<file path="src/rtl/assert_macros.svh">
// Assertion helpers shared by the block's modules.
`ifndef ASSERT_MACROS_SVH
`define ASSERT_MACROS_SVH

// Checked on every clock edge outside reset.
`define TTF_ASSERT(label, prop, msg) \
   label: assert property (@(posedge clock) disable iff (reset) prop) else $error(msg);

// Checked on every clock edge, reset included.
`define TTF_ASSERT_ALWAYS(label, prop, msg) \
   label: assert property (@(posedge clock) prop) else $error(msg);

`endif

</file>
<file path="src/rtl/ttf_pkg.sv">
package ttf_pkg;

   localparam int POS_W          = 24;
   localparam int UV_W           = 16;
   localparam int OUT_W          = 16;
   localparam int UNIT_FRAC_BITS = 14;

   localparam int EDGE_W        = POS_W + 1;
   localparam int DUV_W         = UV_W + 1;
   localparam int MUL_W         = EDGE_W;
   localparam int PROD_W        = 2 * MUL_W;
   localparam int VEC_W         = PROD_W + 1;
   localparam int PRESCALE_BITS = 20;
   localparam int SQ_W          = 2 * PRESCALE_BITS;
   localparam int SUM_W         = SQ_W + 2;
   localparam int ROOT_W        = 2 * UNIT_FRAC_BITS + SUM_W + 6;
   localparam int Q_W           = UNIT_FRAC_BITS + 1;
   localparam int BIT_W         = $clog2(Q_W);
   localparam int QX_W          = (Q_W > OUT_W) ? Q_W : OUT_W;
   localparam int OUT_MAX       = 2 ** (OUT_W - 1) - 1;
   localparam int A_SHIFT       = 2 * UNIT_FRAC_BITS + 2;
   localparam int B_SHIFT       = UNIT_FRAC_BITS + 2;

   typedef enum logic [1:0] {
      VEC_NORMAL,
      VEC_TANGENT,
      VEC_BITANGENT,
      VEC_DET
   } vec_type;

   typedef enum logic [3:0] {
      OP_NONE,
      OP_CAPTURE,
      OP_MUL,
      OP_ABS,
      OP_SHIFT,
      OP_SQ,
      OP_SUM,
      OP_RINIT,
      OP_ROOT,
      OP_WRITE,
      OP_LOAD_OUT
   } op_type;

   typedef struct packed {
      op_type             op;
      vec_type            vec;
      logic [1:0]         comp;
      logic               term;
      logic [BIT_W-1:0]   bitpos;
      logic [1:0]         slot;
   } cmd_type;

   typedef struct packed {
      logic big;
   } status_type;

   typedef struct packed {
      logic signed [POS_W-1:0] pos_x;
      logic signed [POS_W-1:0] pos_y;
      logic signed [POS_W-1:0] pos_z;
      logic signed [UV_W-1:0]  tex_u;
      logic signed [UV_W-1:0]  tex_v;
      logic                    last_vertex;
   } vertex_type;

   typedef struct packed {
      logic signed [OUT_W-1:0] normal_x;
      logic signed [OUT_W-1:0] normal_y;
      logic signed [OUT_W-1:0] normal_z;
      logic signed [OUT_W-1:0] tangent_x;
      logic signed [OUT_W-1:0] tangent_y;
      logic signed [OUT_W-1:0] tangent_z;
      logic signed [OUT_W-1:0] bitangent_x;
      logic signed [OUT_W-1:0] bitangent_y;
      logic signed [OUT_W-1:0] bitangent_z;
   } frame_type;

endpackage

</file>
<file path="src/rtl/ttf_ctrl.sv">
`include "assert_macros.svh"

module ttf_ctrl import ttf_pkg::*; (
   input  logic       clock,
   input  logic       reset,
   input  logic       req_valid,
   input  logic       req_last,
   output logic       req_ready,
   input  logic       rsp_ready,
   output logic       rsp_valid,
   input  status_type status,
   output cmd_type    cmd
);

   typedef enum logic [3:0] {
      ST_IDLE,
      ST_DET,
      ST_MUL,
      ST_DRAIN,
      ST_ABS,
      ST_SHIFT,
      ST_SQ,
      ST_SUM,
      ST_RINIT,
      ST_ROOT,
      ST_WRITE,
      ST_DONE
   } state_type;

   state_type        state_ff;
   logic [1:0]       slot_ff;
   logic [2:0]       cnt_ff;
   vec_type          vec_ff;
   logic [1:0]       comp_ff;
   logic [BIT_W-1:0] bit_ff;
   logic             rsp_valid_ff;

   assign req_ready = (state_ff == ST_IDLE);
   assign rsp_valid = rsp_valid_ff;

   always_comb begin
      cmd.op     = OP_NONE;
      cmd.vec    = vec_ff;
      cmd.comp   = comp_ff;
      cmd.term   = cnt_ff[0];
      cmd.bitpos = bit_ff;
      cmd.slot   = slot_ff;
      unique case (state_ff)
         ST_IDLE:  if (req_valid) cmd.op = OP_CAPTURE;
         ST_DET: begin
            cmd.op   = OP_MUL;
            cmd.vec  = VEC_DET;
            cmd.comp = 2'd0;
         end
         ST_MUL: begin
            cmd.op   = OP_MUL;
            cmd.comp = cnt_ff[2:1];
         end
         ST_DRAIN: cmd.op = OP_NONE;
         ST_ABS:   cmd.op = OP_ABS;
         ST_SHIFT: cmd.op = OP_SHIFT;
         ST_SQ: begin
            cmd.op   = OP_SQ;
            cmd.comp = cnt_ff[1:0];
         end
         ST_SUM:   cmd.op = OP_SUM;
         ST_RINIT: cmd.op = OP_RINIT;
         ST_ROOT:  cmd.op = OP_ROOT;
         ST_WRITE: cmd.op = OP_WRITE;
         ST_DONE:  if (!rsp_valid_ff || rsp_ready) cmd.op = OP_LOAD_OUT;
         default:  cmd.op = OP_NONE;
      endcase
   end

   always_ff @(posedge clock) begin
      if (reset) begin
         state_ff     <= ST_IDLE;
         slot_ff      <= 2'd0;
         cnt_ff       <= 3'd0;
         vec_ff       <= VEC_NORMAL;
         comp_ff      <= 2'd0;
         bit_ff       <= '0;
         rsp_valid_ff <= 1'b0;
      end else begin
         if (state_ff == ST_DONE && (!rsp_valid_ff || rsp_ready)) rsp_valid_ff <= 1'b1;
         else if (rsp_ready) rsp_valid_ff <= 1'b0;
         unique case (state_ff)
            ST_IDLE: begin
               if (req_valid) begin
                  if (slot_ff == 2'd2) begin
                     cnt_ff   <= 3'd0;
                     state_ff <= ST_DET;
                  end
                  if (req_last || slot_ff == 2'd2) slot_ff <= 2'd0;
                  else slot_ff <= slot_ff + 2'd1;
               end
            end
            ST_DET: begin
               if (cnt_ff[0]) begin
                  cnt_ff   <= 3'd0;
                  vec_ff   <= VEC_NORMAL;
                  state_ff <= ST_MUL;
               end else begin
                  cnt_ff <= cnt_ff + 3'd1;
               end
            end
            ST_MUL: begin
               if (cnt_ff == 3'd5) state_ff <= ST_DRAIN;
               else cnt_ff <= cnt_ff + 3'd1;
            end
            ST_DRAIN: state_ff <= ST_ABS;
            ST_ABS:   state_ff <= ST_SHIFT;
            ST_SHIFT: begin
               if (!status.big) begin
                  cnt_ff   <= 3'd0;
                  state_ff <= ST_SQ;
               end
            end
            ST_SQ: begin
               if (cnt_ff == 3'd2) begin
                  comp_ff  <= 2'd0;
                  state_ff <= ST_SUM;
               end else begin
                  cnt_ff <= cnt_ff + 3'd1;
               end
            end
            ST_SUM:   state_ff <= ST_RINIT;
            ST_RINIT: begin
               bit_ff   <= BIT_W'(UNIT_FRAC_BITS);
               state_ff <= ST_ROOT;
            end
            ST_ROOT: begin
               if (bit_ff == '0) state_ff <= ST_WRITE;
               else bit_ff <= bit_ff - 1'b1;
            end
            ST_WRITE: begin
               if (comp_ff == 2'd2) begin
                  if (vec_ff == VEC_BITANGENT) begin
                     state_ff <= ST_DONE;
                  end else begin
                     vec_ff   <= vec_type'(vec_ff + 2'd1);
                     cnt_ff   <= 3'd0;
                     state_ff <= ST_MUL;
                  end
               end else begin
                  comp_ff  <= comp_ff + 2'd1;
                  state_ff <= ST_RINIT;
               end
            end
            ST_DONE: begin
               if (!rsp_valid_ff || rsp_ready) state_ff <= ST_IDLE;
            end
            default: state_ff <= ST_IDLE;
         endcase
      end
   end

   `TTF_ASSERT_ALWAYS(a_reset_idle, reset |=> (state_ff == ST_IDLE && !rsp_valid_ff), "reset")
   `TTF_ASSERT(a_load_presents, (cmd.op == OP_LOAD_OUT) |=> rsp_valid_ff, "word not presented")
   `TTF_ASSERT(a_slot_range, slot_ff != 2'd3, "vertex slot out of range")
   `TTF_ASSERT(a_root_count, (state_ff == ST_ROOT && bit_ff != '0) |=> (bit_ff == $past(bit_ff) - 1'b1), "root step")

endmodule

</file>
<file path="config.mk">
export PLATFORM = sky130hd
export DESIGN_NAME = ttf_ctrl
export DESIGN_NICKNAME = d
export VERILOG_FILES = /design/src/rtl/ttf_pkg.sv /design/src/rtl/ttf_ctrl.sv
export VERILOG_INCLUDE_DIRS = /design/src /design/src/rtl
export SDC_FILE = /design/constraint.sdc
export NUM_CORES = 1
export LEC_CHECK = 0
export ABC_AREA = 1
export BUFFER_PORTS_ARGS = -buffer_cell sky130_fd_sc_hd__buf_2
export CAP_MARGIN = 20
export CORE_MARGIN = 3
export CORE_UTILIZATION = 32
export DETAILED_ROUTE_END_ITERATION = 8
export GPL_TIMING_DRIVEN = 0
export PLACE_DENSITY = 0.53
export SETUP_SLACK_MARGIN = 0.4
export SKIP_LAST_GASP = 1
export SLEW_MARGIN = 30
export SYNTH_ARGS = -nofsm -noshare
export SYNTH_HDL_FRONTEND = slang
export SYNTH_SLANG_ARGS = --single-unit
</file>
<file path="constraint.sdc">
create_clock -name clock -period 1.9 [get_ports clock]
set_input_delay 0.095 -clock clock [delete_from_list [all_inputs] [get_ports clock]]
set_output_delay 0.095 -clock clock [all_outputs]
set_load 0.02 [all_outputs]
</file>
==> metrics.cfg, run 1 <==
[worst_setup_path]
r2r-start=state_ff[0]$_SDFFE_PP0P_
startpoint=state_ff[0]$_SDFFE_PP0P_
cp.arrival_ns=1.53
start_kind=register
path_class=register to primary output
reg2reg_slack_ns=0.35
critPathMaxFanout=10
worstPathRequired_ns=1.80
end_kind=primary output

[sta]
fin_crit_ns=1.62
tightest_slew_ns=0.526
finClkSkew_ns=0.00243
rsz0062_at_grt=yes
finalHoldViolCount=0
slew_viol_final=0
fin_setup_tns_ns=0
max_freq_mhz=616
post-route-period-util=0.855
setup_viol=0
maxSlewHeadroom=0.649

[global_route]
grt_pass1_wl_um=6770
grt_pass1_vias=1447
gr-total-overflow=0
grt_max_degree=11
grt_usage=0.164
grt_antenna_before_repair=0

[cells_and_area]
antennaDiodeCount=0
syn_to_final_growth_pct=50.0
final_cells=310
finalNetCount=278
final_common_cell=nand2_1
drive_gt1_frac=0.446
mostFrequentLayoutCells=nand2_1, buf_4, inv_1, nor2_1

[routing]
drt_iter0_markers=76
ant_nets=0
firstDrtPassIters=4
drc=0
totalWireLength_um=4020
vias=1483
wire_per_inst_um=13.0
viasPerCell=4.78

[power_and_ir_drop]
ir_drop_uv=735
total_leakage_power_nw=0.947
powerDensity_mw_per_mm2=1010

[logic_synthesis]
syn-cell-area_sq_mm=0.00144
syn-num-nets=232
ys_types=33
synth_warnings=0
avgSynthCellArea_sq_um=6.68
ys_ff_latch=18
synth.area.top_cells=dfxtp_1, nand2_1, ha_1
synth_top_area_frac=0.251
synth.largest_area_cell=dfxtp_1
syn-instance-count=215
ys_seq_area_frac=0.251

[cts]
h-tree-depth=1
cts_inserted_buffers=3
clk_pin_slew_worst_paths_ns=0.07
cts.sink_count=18
clk_latency_ns=0.26
cts_hold_buffers=0
cts_root_buf=clkbuf_8
cts_tree=built
max-clock-path-buffers=2

[placed_design]
io_buffer_count=21
globalplace.congestion=0.848
dp.cells=286
hpwl_um=2820

[hold_path]
hp-class=primary input to register
holdCritStartpoint=req_last

[floorplanning]
num_rows=23
fp.dieW_um=73.0
start_util=0.344
core_area_sq_mm=0.00417
fp.dieH_um=73.0
io_pins=23
die_area_sq_mm=0.00532

[job]
maxCapViolCount=0

[status]
status=completed

==> power by group <==
part	switching (W)	internal [W]	leakage, nW	total, W
combinational	0.000800	0.000571	0.769	0.00137
sequential	0.0000545	0.000431	0.149	0.000486
clock	0.000142	0.000185	0.0288	0.000327
==> kinds of logic after synthesis <==
kind of cell | synth area share
buf+inv | 0.109
xor+xnor | 0.0183
fa+ha+maj | 0.0959
flops | 0.251
simple gates | 0.393
compound gates | 0.133
==> stage by stage <==
| step | setup slack (ns) | power, W | instance area, sq um | utilization | hold slack, ns |
|---|---|---|---|---|---|
| final | 0.276 | 0.00218 | 2150 | 0.516 | 0.130 |
| after global routing | 0.207 | 0.00235 | 2150 | 0.516 | 0.156 |
| after CTS | 0.292 | 0.00211 | 2060 | 0.493 | 0.116 |
| after detailed placement | 0.129 | 0.00147 | 1630 | 0.391 | 0.394 |
| after global placement | 0.135 | 0.00147 | 1630 | 0.391 | 0.398 |
| after floorplan | 0.413 | 0.00125 | 1470 | - | 0.259 |
==> worst paths after layout <==
| check | endpoint | cells past startpoint |
|---|---|---|
| max | cmd[12] | 5 |
| min | slot_ff[1]$_SDFFE_PP0N_ | 4 |
| max reg2reg | rsp_valid$_SDFFE_PP0P_ | 9 |
| min reg2reg | bit_ff[3]$_SDFFE_PP0P_ | 2 |
==> synthesized netlist by cell type <==
library cell / number
nand2_1: 46
nor2_1: 29
inv_1: 26
dfxtp_1: 18
a21oi_1: 15
nand3_1: 13
ha_1: 11
inv_2: 5
nand2_2: 5
o21ai_1: 5
nor2_2: 4
o21ai_0: 4
a31oi_1: 3
nand3_2: 3
nor2_4: 3
nor3_1: 3
buf_6: 2
nand2_4: 2
nand4_1: 2
o221ai_1: 2
xor2_1: 2
a21boi_2: 1
a41oi_1: 1
buf_1: 1
buf_4: 1
inv_4: 1
nand3_4: 1
nand3b_1: 1
nand4_2: 1
nor3_2: 1
o211ai_1: 1
o22ai_1: 1
xnor2_1: 1
==> final cells by class <==
type,count,area (sq um)
inverter,32,138
multi-input combinational,161,1190
clock buffer,4,55.1
buffer,4,42.5
sequential,18,374
timing repair buffer,41,290
fill,397,2020
tap,50,62.6
==> critical path, stage by stage (launching register included) <==
cell	delay [ns]
dfxtp_4	0.40
buf_6	0.21
nand2_8	0.09
a21oi_2	0.31
a31oi_1	0.09
buf_4	0.17
==> layer usage <==
layer	wire [um]	up-vias	global-route usage
li1	-	788	-
met1	1840	667	0.201
met2	1990	24	0.286
met3	156	4	0.0386
met4	36	0	0.0430
met5	0	-	0
==> sequential cells by signal, indices dropped and copies added (netlist names) <==
signal	cells
bit_ff	4
state_ff	4
slot_ff	2
cnt_ff	3
rsp_valid	1
vec_ff	2
comp_ff	2
==> what timing repair did <==
item                                    4_1_cts  5_1_grt
buffers inserted                             18        2
pin swaps                                    16        5
cloned                                        0        0
gates resized for setup                      59       24
endpoints found under the setup margin       24       25
No activity file was read; power rests on OpenSTA's default activity.
==> run 2, diff against run 1 <==
==> constraint.sdc (replaced) <==
create_clock -name clock -period 1.89 [get_ports clock]
set_input_delay 0.0945 -clock clock [delete_from_list [all_inputs] [get_ports clock]]
set_output_delay 0.0945 -clock clock [all_outputs]
set_load 0.02 [all_outputs]
==> run 2 against run 1 <==
Die area is the same. Clock power about the same. Clock-buffer cell count unchanged. Sequential power about the same. Setup slack worse by 0.0095 ns. Flip-flop and latch count unchanged. Sequential share of layout area stayed put.
==> metrics.cfg, run 2 (synthesized netlist as in run 1, its figures left out) <==
[cts]
cts_inserted_buffers=3  ; unchanged
cts_tree=built  ; unchanged
cts_hold_buffers=0  ; unchanged
h-tree-depth=1  ; unchanged
clk_pin_slew_worst_paths_ns=0.07  ; about the same
cts_root_buf=clkbuf_8  ; unchanged
max-clock-path-buffers=2  ; unchanged
cts.sink_count=18  ; unchanged
clk_latency_ns=0.26  ; about the same

[power_and_ir_drop]
total_leakage_power_nw=0.947  ; unchanged
powerDensity_mw_per_mm2=1020  ; was 1010 mW/mm^2
ir_drop_uv=739  ; was 735 uV
power_w=0.00220  ; was 0.00218 W

[floorplanning]
core_area_sq_mm=0.00417  ; unchanged
fp.dieW_um=73.0  ; unchanged
io_pins=23  ; unchanged
start_util=0.344  ; unchanged
die_area_sq_mm=0.00532  ; unchanged
num_rows=23  ; unchanged
fp.dieH_um=73.0  ; unchanged

[routing]
firstDrtPassIters=4  ; unchanged
ant_nets=0  ; unchanged
totalWireLength_um=4020  ; about the same
viasPerCell=4.78  ; unchanged
vias=1483  ; unchanged
wire_per_inst_um=13.0  ; about the same
drt_iter0_markers=77  ; was 76
drc=0  ; unchanged

[worst_setup_path]
cp.arrival_ns=1.53  ; about the same
critPathMaxFanout=10  ; unchanged
start_kind=register  ; unchanged
crit_end=cmd[12]  ; unchanged
rr_worst_depth=9  ; unchanged
path_class=register to primary output  ; unchanged
startpoint=state_ff[0]$_SDFFE_PP0P_  ; unchanged
worstPathRequired_ns=1.80  ; about the same
end_kind=primary output  ; unchanged
r2r-start=state_ff[0]$_SDFFE_PP0P_  ; unchanged
reg2reg_slack_ns=0.34  ; was 0.35 ns
r2r_end=rsp_valid$_SDFFE_PP0P_  ; unchanged

[global_route]
met1_usage=0.201  ; unchanged
grt_usage=0.164  ; about the same
gr-total-overflow=0  ; unchanged
grt_antenna_before_repair=0  ; unchanged
use_met2=0.288  ; was 0.286
grt_pass1_vias=1459  ; was 1447
grt_pass1_wl_um=6800  ; was 6770 um
grt_max_degree=11  ; unchanged
top_usage_layer=met2  ; unchanged
use_met3=0.0386  ; unchanged

[placed_design]
dp.cells=286  ; unchanged
io_buffer_count=21  ; unchanged
dp_slack_ns=0.119  ; was 0.129 ns
globalplace.congestion=0.848  ; unchanged
hpwl_um=2820  ; unchanged

[cells_and_area]
largestRegisters=bit_ff (4), state_ff (4), cnt_ff (3)  ; unchanged
drive_gt1_frac=0.446  ; unchanged
final_common_cell=nand2_1  ; unchanged
finalNetCount=278  ; unchanged
syn_to_final_growth_pct=50.0  ; unchanged
antennaDiodeCount=0  ; unchanged
nFillCells=397  ; unchanged
final_cells=310  ; unchanged
mostFrequentLayoutCells=nand2_1, buf_4, inv_1, nor2_1  ; unchanged

[job]
maxCapViolCount=0  ; unchanged

[sta]
rsz0062_at_grt=yes  ; unchanged
finClkSkew_ns=0.00239  ; was 0.00243 ns
fin_setup_tns_ns=0  ; unchanged
setup_slack_ns=0.267  ; was 0.276 ns
setup_viol=0  ; unchanged
max_freq_mhz=616
holdWs_ns=0.130  ; about the same
maxSlewHeadroom=0.649  ; unchanged
finalHoldViolCount=0  ; unchanged
slew_viol_final=0  ; unchanged
tightest_slew_ns=0.526  ; unchanged
fin_crit_ns=1.62
post-route-period-util=0.859

[status]
status=completed  ; unchanged

[hold_path]
hp-class=primary input to register  ; unchanged

[run 2: cell counts in the layout (fill, tap and decap cells not counted)]
No cell type changed its count.
[run 2: final cells by class]
class                   instances  area [sq um]  area share
multi-input cells             161          1190       0.553
flip-flops and latches         18           374       0.174
repair buffers                 41           290       0.135
inverters                      32           138      0.0639
well taps                      50          62.6      0.0291
clock buffers                   4          55.1      0.0256
plain buffers                   4          42.5      0.0198
[run 2: repair_timing]
action,CTS,global route
endpoints found under the hold margin,0,0
gates resized for setup,60,23
pin swaps,16,5
buffers inserted,18,2
setup endpoints to repair,24,25
[run 2: worst max-delay path, cell delays in order (launching register included)]
cell and delay, ns:
dfxtp_4 0.40, buf_6 0.21, nand2_8 0.09, a21oi_2 0.31
a31oi_1 0.09, buf_4 0.17
[run 2: worst min-delay path by stage]
stage,start,to,slack (ns),cells past startpoint
finish,req_last,slot_ff[1]$_SDFFE_PP0N_,0.13,4
global route,rsp_ready,rsp_valid$_SDFFE_PP0P_,0.16,4
CTS,req_last,slot_ff[1]$_SDFFE_PP0N_,0.12,4
detailed placement,rsp_ready,rsp_valid$_SDFFE_PP0P_,0.39,4
global placement,rsp_ready,rsp_valid$_SDFFE_PP0P_,0.40,4
floorplan,req_valid,slot_ff[1]$_SDFFE_PP0N_,0.26,2
[run 2: power by group]
part	total, W	switching (W)	internal (W)
logic	0.00138	0.000805	0.000574
clock network	0.000328	0.000143	0.000185
registers	0.000488	0.0000548	0.000433
[run 2: stage by stage]
stage / utilization / cell area [sq um]
2_1_floorplan: - / 1470
3_3_place_gp: 0.391 / 1630
3_5_place_dp: 0.391 / 1630
4_1_cts: 0.494 / 2060
5_1_grt: 0.516 / 2150
6_report: 0.516 / 2150
[run 2: metal layers]
| layer | wire length [um] | vias up |
|---|---|---|
| li1 | - | 788 |
| met1 | 1840 | 667 |
| met2 | 1990 | 24 |
| met3 | 156 | 4 |
| met4 | 36 | 0 |
| met5 | 0 | - |
